$ cat config.mk
export PLATFORM = sky130hd
export DESIGN_NAME = int_to_radix_string
export DESIGN_NICKNAME = d
export VERILOG_FILES = /design/src/hw/rtl/itrs_pkg.sv /design/src/hw/rtl/itrs_alpha.sv /design/src/hw/rtl/itrs_div.sv /design/src/hw/rtl/int_to_radix_string.sv
export SDC_FILE = /design/constraint.sdc
export NUM_CORES = 1
export LEC_CHECK = 0
export CORE_ASPECT_RATIO = 0.6
export CORE_MARGIN = 3
export CORE_UTILIZATION = 50
export DETAILED_ROUTE_END_ITERATION = 7
export DONT_BUFFER_PORTS = 1
export PLACE_DENSITY = 0.64
export RECOVER_POWER = 50
export SYNTH_ARGS = -nofsm -noshare
export SYNTH_HDL_FRONTEND = slang
export SYNTH_HIERARCHICAL = 1
export SYNTH_SLANG_ARGS = --single-unit
$ cat constraint.sdc
create_clock -name clk -period 9.65 [get_ports clk]
set_input_delay 1.93 -clock clk [delete_from_list [all_inputs] [get_ports clk]]
set_output_delay 1.93 -clock clk [all_outputs]
set_load 0.02 [all_outputs]
$ cat src/hw/rtl/itrs_pkg.sv
`timescale 1ns / 1ps
// ----------------------------------------------------------------------------
// itrs_pkg
// Shared types and constants for the integer to radix string converter.
// ----------------------------------------------------------------------------
package itrs_pkg;

  // configuration register indexes
  localparam logic [1:0] REG_SYMBOL_COUNT = 2'd0;
  localparam logic [1:0] REG_SYMBOLS_LOW  = 2'd1;
  localparam logic [1:0] REG_SYMBOLS_HIGH = 2'd2;

  // configuration reset values: radix 10, alphabet "0123456789"
  localparam logic [4:0]  SYMBOL_COUNT_RST = 5'd10;
  localparam logic [63:0] SYMBOLS_LOW_RST  = 64'h3736_3534_3332_3130;
  localparam logic [63:0] SYMBOLS_HIGH_RST = 64'h0000_0000_0000_3938;

  // characters
  localparam logic [7:0] CHAR_NUL   = 8'h00;
  localparam logic [7:0] CHAR_TAB   = 8'h09;
  localparam logic [7:0] CHAR_CR    = 8'h0D;
  localparam logic [7:0] CHAR_SPACE = 8'h20;
  localparam logic [7:0] CHAR_PLUS  = 8'h2B;
  localparam logic [7:0] CHAR_MINUS = 8'h2D;

  // divider status toward the controller
  typedef struct packed {
    logic done;
    logic quot_zero;
  } div_stat_t;

endpackage

$ cat src/hw/rtl/itrs_alpha.sv
`timescale 1ns / 1ps
// ----------------------------------------------------------------------------
// itrs_alpha
// Checks the configured digit alphabet: count range, forbidden symbols and
// duplicate symbols.
// ----------------------------------------------------------------------------
module itrs_alpha #(
  parameter int MAX_SYMBOLS = 16
) (
  input  logic [4:0]   symbol_count,
  input  logic [127:0] symbols,
  output logic         ok
);
  import itrs_pkg::*;

  always_comb begin
    logic [7:0] c;
    ok = (symbol_count >= 5'd2) && (symbol_count <= 5'(MAX_SYMBOLS));
    for (int i = 0; i < MAX_SYMBOLS; i++) begin
      c = symbols[i*8 +: 8];
      if (symbol_count > 5'(i)) begin
        if (c == CHAR_NUL || c == CHAR_PLUS || c == CHAR_MINUS || c == CHAR_SPACE ||
            (c >= CHAR_TAB && c <= CHAR_CR)) begin
          ok = 1'b0;
        end
        for (int j = i + 1; j < MAX_SYMBOLS; j++) begin
          if (symbol_count > 5'(j) && symbols[j*8 +: 8] == c) begin
            ok = 1'b0;
          end
        end
      end
    end
  end

endmodule

$ cat src/hw/rtl/itrs_div.sv
`timescale 1ns / 1ps
// ----------------------------------------------------------------------------
// itrs_div
// Bit-serial restoring divider: one dividend bit per cycle, gives quotient
// and remainder by a small radix after VALUE_BITS steps.
// ----------------------------------------------------------------------------
module itrs_div #(
  parameter int VALUE_BITS = 32,
  parameter int RADIX_W    = 5
) (
  input  logic                    clk,
  input  logic                    rst,
  input  logic                    start,
  input  logic [VALUE_BITS-1:0]   dividend,
  input  logic [RADIX_W-1:0]      radix,
  output itrs_pkg::div_stat_t     stat,
  output logic [VALUE_BITS-1:0]   quotient,
  output logic [RADIX_W-2:0]      remainder
);
  import itrs_pkg::*;

  localparam int CNT_W = $clog2(VALUE_BITS);

  logic [VALUE_BITS-1:0] q;
  logic [RADIX_W-2:0]    rem;
  logic [CNT_W-1:0]      cnt;
  logic                  busy;
  logic                  done;

  logic [RADIX_W-1:0]    trial;
  logic [RADIX_W-1:0]    diff;
  logic                  fits;
  logic [RADIX_W-2:0]    rem_next;

  assign trial    = {rem, q[VALUE_BITS-1]};
  assign fits     = trial >= radix;
  assign diff     = trial - radix;
  assign rem_next = fits ? diff[RADIX_W-2:0] : trial[RADIX_W-2:0];

  always_ff @(posedge clk) begin
    if (rst) begin
      busy <= 1'b0;
      done <= 1'b0;
      cnt  <= '0;
    end else begin
      done <= 1'b0;
      if (start) begin
        busy <= 1'b1;
        cnt  <= '0;
      end else if (busy) begin
        if (cnt == CNT_W'(VALUE_BITS - 1)) begin
          busy <= 1'b0;
          done <= 1'b1;
        end else begin
          cnt <= cnt + 1'b1;
        end
      end
    end
  end

  always_ff @(posedge clk) begin
    if (start) begin
      q   <= dividend;
      rem <= '0;
    end else if (busy) begin
      q   <= {q[VALUE_BITS-2:0], fits};
      rem <= rem_next;
    end
  end

  assign stat.done      = done;
  assign stat.quot_zero = (q == '0);
  assign quotient       = q;
  assign remainder      = rem;

endmodule

$ cat src/hw/rtl/int_to_radix_string.sv
`timescale 1ns / 1ps
// ----------------------------------------------------------------------------
// int_to_radix_string
// Converts a signed integer to text in the radix of a configured symbol
// alphabet, most significant digit first, with a leading '-' for negatives.
//
//   channel  signals                          direction
//   cfg      cfg_we, cfg_index, cfg_data      in, write only
//   in       in_valid, in_ready, value        in
//   out      out_valid, out_ready, text_char,  out, one transaction per char
//            is_last
//
// Each digit is one full pass of the bit-serial divider; once all digits
// are found, characters leave one per cycle while the output is not stalled.
// Reset loads radix 10 with alphabet "0123456789". A stalled output holds
// its character; the next value is taken once the last character of the
// previous one is registered.
// ----------------------------------------------------------------------------
module int_to_radix_string #(
  parameter int MAX_SYMBOLS = 16,
  parameter int VALUE_BITS  = 32
) (
  input  logic              clk,
  input  logic              rst,
  input  logic              cfg_we,
  input  logic [1:0]        cfg_index,
  input  logic [63:0]       cfg_data,
  input  logic              in_valid,
  output logic              in_ready,
  input  logic signed [31:0] value,
  output logic              out_valid,
  input  logic              out_ready,
  output logic [7:0]        text_char,
  output logic              is_last
);
  import itrs_pkg::*;

  localparam int DIG_W   = $clog2(MAX_SYMBOLS);
  localparam int RADIX_W = DIG_W + 1;
  localparam int STACK_W = VALUE_BITS * DIG_W;
  localparam int NDIG_W  = $clog2(VALUE_BITS + 1);

  typedef enum logic [4:0] {
    S_IDLE  = 5'b00001,
    S_CHECK = 5'b00010,
    S_DIV   = 5'b00100,
    S_SIGN  = 5'b01000,
    S_EMIT  = 5'b10000
  } state_t;

  state_t state;

  logic [4:0]  symbol_count;
  logic [63:0] symbols_low;
  logic [63:0] symbols_high;

  logic                  neg;
  logic [VALUE_BITS-1:0] mag;
  logic [STACK_W-1:0]    stack;
  logic [NDIG_W-1:0]     ndig;

  logic                  alpha_ok;
  logic                  div_start;
  logic [VALUE_BITS-1:0] div_dividend;
  div_stat_t             div_stat;
  logic [VALUE_BITS-1:0] div_quot;
  logic [RADIX_W-2:0]    div_rem;

  logic                  out_free;
  logic [VALUE_BITS-1:0] raw;
  logic [127:0]          symbols;
  logic [DIG_W-1:0]      top_digit;

  // configuration registers
  always_ff @(posedge clk) begin
    if (rst) begin
      symbol_count <= SYMBOL_COUNT_RST;
      symbols_low  <= SYMBOLS_LOW_RST;
      symbols_high <= SYMBOLS_HIGH_RST;
    end else if (cfg_we) begin
      unique case (cfg_index)
        REG_SYMBOL_COUNT: symbol_count <= cfg_data[4:0];
        REG_SYMBOLS_LOW:  symbols_low  <= cfg_data;
        REG_SYMBOLS_HIGH: symbols_high <= cfg_data;
        default: ;
      endcase
    end
  end

  assign symbols = {symbols_high, symbols_low};

  itrs_alpha #(
    .MAX_SYMBOLS(MAX_SYMBOLS)
  ) u_alpha (
    .symbol_count(symbol_count),
    .symbols     (symbols),
    .ok          (alpha_ok)
  );

  assign div_start    = (state == S_CHECK && alpha_ok) ||
                        (state == S_DIV && div_stat.done && !div_stat.quot_zero);
  assign div_dividend = (state == S_DIV) ? div_quot : mag;

  itrs_div #(
    .VALUE_BITS(VALUE_BITS),
    .RADIX_W   (RADIX_W)
  ) u_div (
    .clk      (clk),
    .rst      (rst),
    .start    (div_start),
    .dividend (div_dividend),
    .radix    (symbol_count[RADIX_W-1:0]),
    .stat     (div_stat),
    .quotient (div_quot),
    .remainder(div_rem)
  );

  assign in_ready  = (state == S_IDLE);
  assign out_free  = !out_valid || out_ready;
  assign raw       = value[VALUE_BITS-1:0];
  assign top_digit = stack[DIG_W-1:0];

  // control
  always_ff @(posedge clk) begin
    if (rst) begin
      state     <= S_IDLE;
      out_valid <= 1'b0;
    end else begin
      if ((state == S_SIGN || state == S_EMIT) && out_free) begin
        out_valid <= 1'b1;
      end else if (out_ready) begin
        out_valid <= 1'b0;
      end
      unique case (state)
        S_IDLE: begin
          if (in_valid) begin
            state <= S_CHECK;
          end
        end
        S_CHECK: begin
          state <= alpha_ok ? S_DIV : S_IDLE;
        end
        S_DIV: begin
          if (div_stat.done && div_stat.quot_zero) begin
            state <= neg ? S_SIGN : S_EMIT;
          end
        end
        S_SIGN: begin
          if (out_free) begin
            state <= S_EMIT;
          end
        end
        S_EMIT: begin
          if (out_free) begin
            if (ndig == NDIG_W'(1)) begin
              state <= S_IDLE;
            end
          end
        end
        default: state <= S_IDLE;
      endcase
    end
  end

  // datapath
  always_ff @(posedge clk) begin
    unique case (state)
      S_IDLE: begin
        if (in_valid) begin
          neg  <= raw[VALUE_BITS-1];
          mag  <= raw[VALUE_BITS-1] ? (~raw) + {{(VALUE_BITS-1){1'b0}}, 1'b1} : raw;
          ndig <= '0;
        end
      end
      S_CHECK: ;
      S_DIV: begin
        if (div_stat.done) begin
          stack <= {stack[STACK_W-DIG_W-1:0], div_rem[DIG_W-1:0]};
          ndig  <= ndig + 1'b1;
        end
      end
      S_SIGN: begin
        if (out_free) begin
          text_char <= CHAR_MINUS;
          is_last   <= 1'b0;
        end
      end
      S_EMIT: begin
        if (out_free) begin
          text_char <= symbols[top_digit*8 +: 8];
          is_last   <= (ndig == NDIG_W'(1));
          stack     <= {{DIG_W{1'b0}}, stack[STACK_W-1:DIG_W]};
          ndig      <= ndig - 1'b1;
        end
      end
      default: ;
    endcase
  end

endmodule

==> impl_metrics.yaml, run 1 <==
die:
  die_w_um: 319
  chipHeight_um: 194
  core_um2: 57700
  fp-row-count: 68
  initial_core_util_pct: 50.8
  die_area_um2: 61600
  io_pins: 114
clock_network:
  clock_sinks: 358
  clk_latency_ns: 0.58
  h-tree-depth: 2
  cts-root-buf: "clkbuf_16"
  postCtsSetupBuffers: 0
  cts_tree: "built"
  cts_buffers: 36
  cts-resized-gates: 0
  clk_pin_slew_worst_paths_ns: 0.06
  clock_path_buffers: 3
  ctsHoldBuffers: 0
setup_path:
  crit_chain: "xnor2_1, nand4_1, nor3_1, a31oi_1, nand3_1, a2111oi_0, o211ai_1, nor4_1, nand4b_1, o21ai_4, buf_4, or2_2"
  path_delay_family: "simple AND/OR/NAND/NOR gates"
  cp_max_fo: 39
  required_ns: 9.84
  cp.arrival_ns: 6.89
  slowest_delay_ns: 1.25
  crit_buf_inv: 1
  setup.worst_path.start_class: "flip-flop"
  path_class: "flip-flop to flip-flop"
  slowest_stage: "dfxtp_1"
  end_kind: "flip-flop"
synth:
  synth_top_area_cell: "xnor2_1"
  synth_seq_area_share_pct: 31.6
  synth_edf_count: 208
  syn-cell-area_um2: 29300
  yosys_warnings: 6
  ys.flop_type: "edfxtp_1"
  syn_inst: 3438
  avgSynthCellArea_um2: 8.52
  syn-num-nets: 3553
  ys_seq_elements: 358
  synth_cell_types: 73
  synth_common_cells: "755 x nand2_1, 720 x xnor2_1, 290 x xor2_1"
  synthArstFlopShare_pct: 0
  synth_area_leaders: "xnor2_1 22%, edfxtp_1 21%, dfxtp_1 10%"
  synth.top_cell.area_share_pct: 21.5
  synth_most_common_cell: "nand2_1"
sta:
  fin_crit_sh_pct: 69.4
  slew_headroom_pct: -274
  rsz0062_at_grt: "no"
  finalHoldViolations: 0
  skew_ns: 0.0192
  final.setup.worst_slack_ns: 2.95
  fmax_mhz: 149
  period_needed_ns: 6.70
  setup_tns_ns: 0
  drv_slew: 477
  setup_violations: 0
  tightest_slew_ns: 5.62
power_and_ir_drop:
  switching_share_pct: 30.5
  switchingPower_mw: 1.26
  p_seq_share_pct: 42.8
  clkPwrFrac_pct: 35.8
  power.density_nw_per_um2: 135
  p_leak_nw: 10.7
  p_int_mw: 2.87
  power_frac_comb_pct: 21.4
  peakVddDrop_mv: 0.157
layout:
  final_core_util_pct: 53.1
  area.growth.synth_to_final_pct: 4.61
  final_cells: 4034
  antenna_cells: 0
  final_layout_size_suffix_gt1_share_pct: 8.76
  final_nets: 3351
  finalInstanceArea_um2: 30600
global_routing:
  grt_pass1_wl_mm: 172
  grt_max_degree: 134
  antenna_found_initial: 3
  grt_pass1_vias: 24500
  grt_overflow_total: 0
  grt_usage_pct: 37.4
run_status:
  violations: "capacitance limit, slew limit"
  status: "complete, but fails checks"
place:
  place_worst_setup_slack_ns: 3.37
  placed_cell_area_um2: 29500
  hpwl_mm: 77.0
  dp_cells: 3968
  place.gp.congestion: 1.03
  io_buffers: 0
job:
  cap_viol_max_count: 7
route:
  wirelength_mm: 120
  routedWlPerCell_um: 29.8
  remaining_drc_errors: 0
  ant_nets: 0
  drtPass1Iterations: 6
  dr.first_iter.drc_count: 5094
  vias: 26500
  viasPerCell: 6.58
worst_hold_path:
  hold_class: "flip-flop to flip-flop"
state kept, by name, summed over array words and instances, names as in the netlist, 4 cells and up:
register,count
mag,32
state,5
stack,128
u_div/remainder,4
symbols_high,64
u_div/quotient,32
ndig,6
symbols_low,64
u_div/cnt,5
symbol_count,5
text_char,8
power by group through the flow:
stage / clock (mW) / sequential [mW] / combinational [mW]
CTS: 1.50 / 1.76 / 0.846
global route: 1.56 / 1.77 / 0.927
finish: 1.48 / 1.77 / 0.884
detailed placement: 0 / 1.79 / 0.841
floorplan: 0 / 1.74 / 0.663
global placement: 0 / 1.79 / 0.820
routing by layer:
layer  track usage (%)  vias to the layer above  wire (um)  share of wire [%]
li1                  -                    11200          -                  -
met1              54.6                    12800      50400                 42
met2              49.0                     2139      45500                 38
met3              15.6                      390      19300                 16
met4              12.7                        2       4870                4.1
met5                 0                        -         11             0.0092
cell type report:
type / instances / area (um2)
clock buffers: 51 / 1050
clock inverters: 15 / 168
fillers: 5245 / 27000
inverters: 15 / 56.3
multi-input cells: 2694 / 18200
flip-flops and latches: 358 / 9270
well taps: 770 / 963
repair buffers: 131 / 961
worst min-delay path: stages, from the launching register on:
cell	delay (ns)
dfxtp_1	0.31
nand2_1	0.05
a21oi_1	0.05
layout by cell type, fill, tap and decap left out, drive strengths merged, types with 37 or more instances in the layout:
master	count
xnor2	720
a31oi	37
nand4	174
edfxtp	208
nor3	70
nand2	755
nand3	63
xor2	290
nor2	61
buf	125
dfxtp	150
a21oi	128
clkbuf	57
nor4	122
worst paths after layout:
kind                                               startpoint  depth (start not counted)                             to  slack, ns
worst max-delay path            symbols_high[24]$_SDFFE_PP0P_                         12   u_div/quotient[18]$_DFFE_PP_       2.95
worst min register to register  symbols_high[58]$_SDFFE_PP0P_                          2  symbols_high[58]$_SDFFE_PP0P_       0.46
worst min-delay path            symbols_high[58]$_SDFFE_PP0P_                          2  symbols_high[58]$_SDFFE_PP0P_       0.46
worst max register to register  symbols_high[24]$_SDFFE_PP0P_                         12   u_div/quotient[18]$_DFFE_PP_       2.95
stage by stage:
stage          hold WS (ns)  power (mW)
6_report              0.455        4.13
5_1_grt               0.477        4.26
4_1_cts               0.455        4.11
3_5_place_dp          0.446        2.64
3_3_place_gp          0.439        2.61
2_1_floorplan         0.443        2.40
kinds of logic (layout without fill, tap and decap cells):
family / after synthesis / count (layout) / synth area share [%]
and+or+nand+nor: 1324 / 1324 / 21.1
buffers and inverters: 386 / 212 / 6.41
DFF: 358 / 358 / 31.6
xor gates and xnor gates: 1010 / 1010 / 30.2
AOI/OAI and AO/OA: 262 / 262 / 5.76
adders and majority gates: 12 / 12 / 0.538
muxes: 86 / 86 / 4.44
Power figures use the tool's default switching activity.
==> run 2, diff against run 1 <==
==> constraint.sdc (replaced) <==
create_clock -name clk -period 6.9 [get_ports clk]
set_input_delay 1.38 -clock clk [delete_from_list [all_inputs] [get_ports clk]]
set_output_delay 1.38 -clock clk [all_outputs]
set_load 0.02 [all_outputs]
==> run 2 against run 1 <==
The flow finishes with violations (DRC, capacitance limit, slew limit); sequential share of layout area is 0.34 points lower; clock-buffer cell count is 2 higher; clock skew is 0.018 ns higher.
==> impl_metrics.yaml, run 2 (synthesis gave the netlist of run 1 again) <==
run_status:
  status: "complete, but fails checks"
  violations: "DRC, capacitance limit, slew limit"
clock_network:
  cts-root-buf: "clkbuf_16"
  clock_path_buffers: 3
  postCtsSetupBuffers: 0
  clock_sinks: 358
  h-tree-depth: 2
  clk_latency_ns: 0.60
  clk_pin_slew_worst_paths_ns: 0.07
  cts-resized-gates: 0
  cts_buffers: 38
  ctsHoldBuffers: 0
  cts_tree: "built"
layout:
  nFillCells: 5315
  final_nets: 3394
  area.growth.synth_to_final_pct: 5.68
  largest-register: "stack"
  reg.largest.list: "stack: 128 flops, symbols_high: 64 flops, symbols_low: 64 flops"
  finalInstanceArea_um2: 31000
  largest_register_ffs: 128
  final_cells: 4079
  mostFrequentLayoutCells: "754 x nand2_1, 720 x xnor2_1, 290 x xor2_1"
  layout_commonest_cell: "nand2_1"
  final_layout_size_suffix_gt1_share_pct: 9.52
  antenna_cells: 0
route:
  remaining_drc_errors: 28
  ant_nets: 0
  dr.first_iter.drc_count: 4812
  viasPerCell: 6.64
  wl_met2_mm: 46.9
  wl_met3_mm: 21.6
  wl_met1_mm: 53.5
  dr.max_layer_used: "met5"
  drtPass1Iterations: 8
  vias: 27100
  wirelength_mm: 128
  routedWlPerCell_um: 31.3
setup_path:
  startpoint: "symbols_low[4]$_SDFFE_PP1P_"
  cp_max_fo: 38
  rr_startpoint: "symbols_low[4]$_SDFFE_PP1P_"
  crit_path_frequent_cell: "nor4_1"
  setup.worst_path.start_class: "flip-flop"
  crit_chain: "xnor2_1, nand4_1, nor4_1, a31oi_1, nand3_1, a2111oi_0, o211ai_1, nor4_1, nand4b_1, o21ai_4, buf_4, mux2_2"
  end_kind: "flip-flop"
  path_class: "flip-flop to flip-flop"
  slowest_stage: "dfxtp_1"
  required_ns: 7.25
  cp.arrival_ns: 6.42
  crit_buf_inv: 1
  slowest_delay_ns: 1.38
  path_delay_family: "simple AND/OR/NAND/NOR gates"
sta:
  slew_headroom_pct: -161
  skew_ns: 0.0375
  fmax_mhz: 165
  fin_crit_sh_pct: 88.0
  setup_tns_ns: 0
  finalHoldViolations: 0
  tightest_slew_ns: 3.92
  period_needed_ns: 6.07
  rsz0062_at_grt: "no"
  drv_slew: 462
  setup_violations: 0
die:
  fp-row-count: 68
  io_pins: 114
  die_area_um2: 61600
  core_um2: 57700
  die_w_um: 319
  initial_core_util_pct: 50.8
  chipHeight_um: 194
worst_hold_path:
  hold_path.startpoint: "symbols_high[12]$_SDFFE_PP1P_"
  hold_class: "flip-flop to flip-flop"
power_and_ir_drop:
  power.density_nw_per_um2: 189
  peakVddDrop_mv: 0.174
  p_leak_nw: 10.9
  p_total_mw: 5.85
global_routing:
  grt_overflow_total: 0
  antenna_found_initial: 4
  grt_usage_pct: 39.6
  grt_pass1_wl_mm: 180
  grt_max_degree: 102
  grt_pass1_vias: 25300
place:
  place.gp.congestion: 1.09
  placed_cell_area_um2: 29800
  io_buffers: 0
  hpwl_mm: 87.6
  dp_cells: 4009
job:
  cap_viol_max_count: 10
run 2: cell count changes in the layout (fill, tap and decap cells not counted), sizes merged:
cell	previous run	this run
inv	15	19
clkinvlp	3	2
clkinv	9	10
bufinv	3	1
clkbuf	57	60
buf	125	165
run 2: per-stage QoR:
stage | util [%] | setup WS [ns] | hold WS, ns
floorplan | - | 2.09 | 0.443
global placement | 51.6 | 1.42 | 0.459
detailed placement | 51.6 | 1.40 | 0.459
CTS | 53.8 | 1.39 | 0.476
global route | 53.7 | 0.699 | 0.494
finish | 53.7 | 0.829 | 0.479
run 2: path summary, 6_finish.rpt:
path	end	slack, ns	cells past startpoint
setup / recovery	u_div/quotient[19]$_DFFE_PP_	0.83	12
hold / removal	symbols_high[12]$_SDFFE_PP1P_	0.48	2
setup reg to reg	u_div/quotient[19]$_DFFE_PP_	0.83	12
hold reg to reg	symbols_high[12]$_SDFFE_PP1P_	0.48	2
run 2: where the power goes:
part	internal (mW)	total (mW)	switching (mW)	leakage [nW]
Combinational	0.493	1.18	0.690	7.22
Clock	1.13	2.10	0.969	0.586
Sequential	2.35	2.57	0.218	3.14
run 2: layout make-up:
type                            count  area, um2  area share (%)
Sequential cell                   358       9250            29.9
Inverter                           15       56.3           0.182
Tap cell                          770        963            3.11
Multi-Input combinational cell   2694      18200            58.7
Clock inverter                     17        173           0.558
Clock buffer                       53       1050            3.40
Timing Repair Buffer              172       1290            4.17
run 2: tightest hold or removal path, stage by stage (launching register included):
cell     delay (ns)
dfxtp_1        0.31
nand2_1        0.05
nand3_1        0.07
run 2: layer usage:
metal,track usage (%),up-vias
li1,-,11300
met1,56.4,13100
met2,50.6,2248
met3,19.9,466
met4,14.1,2
met5,0,-
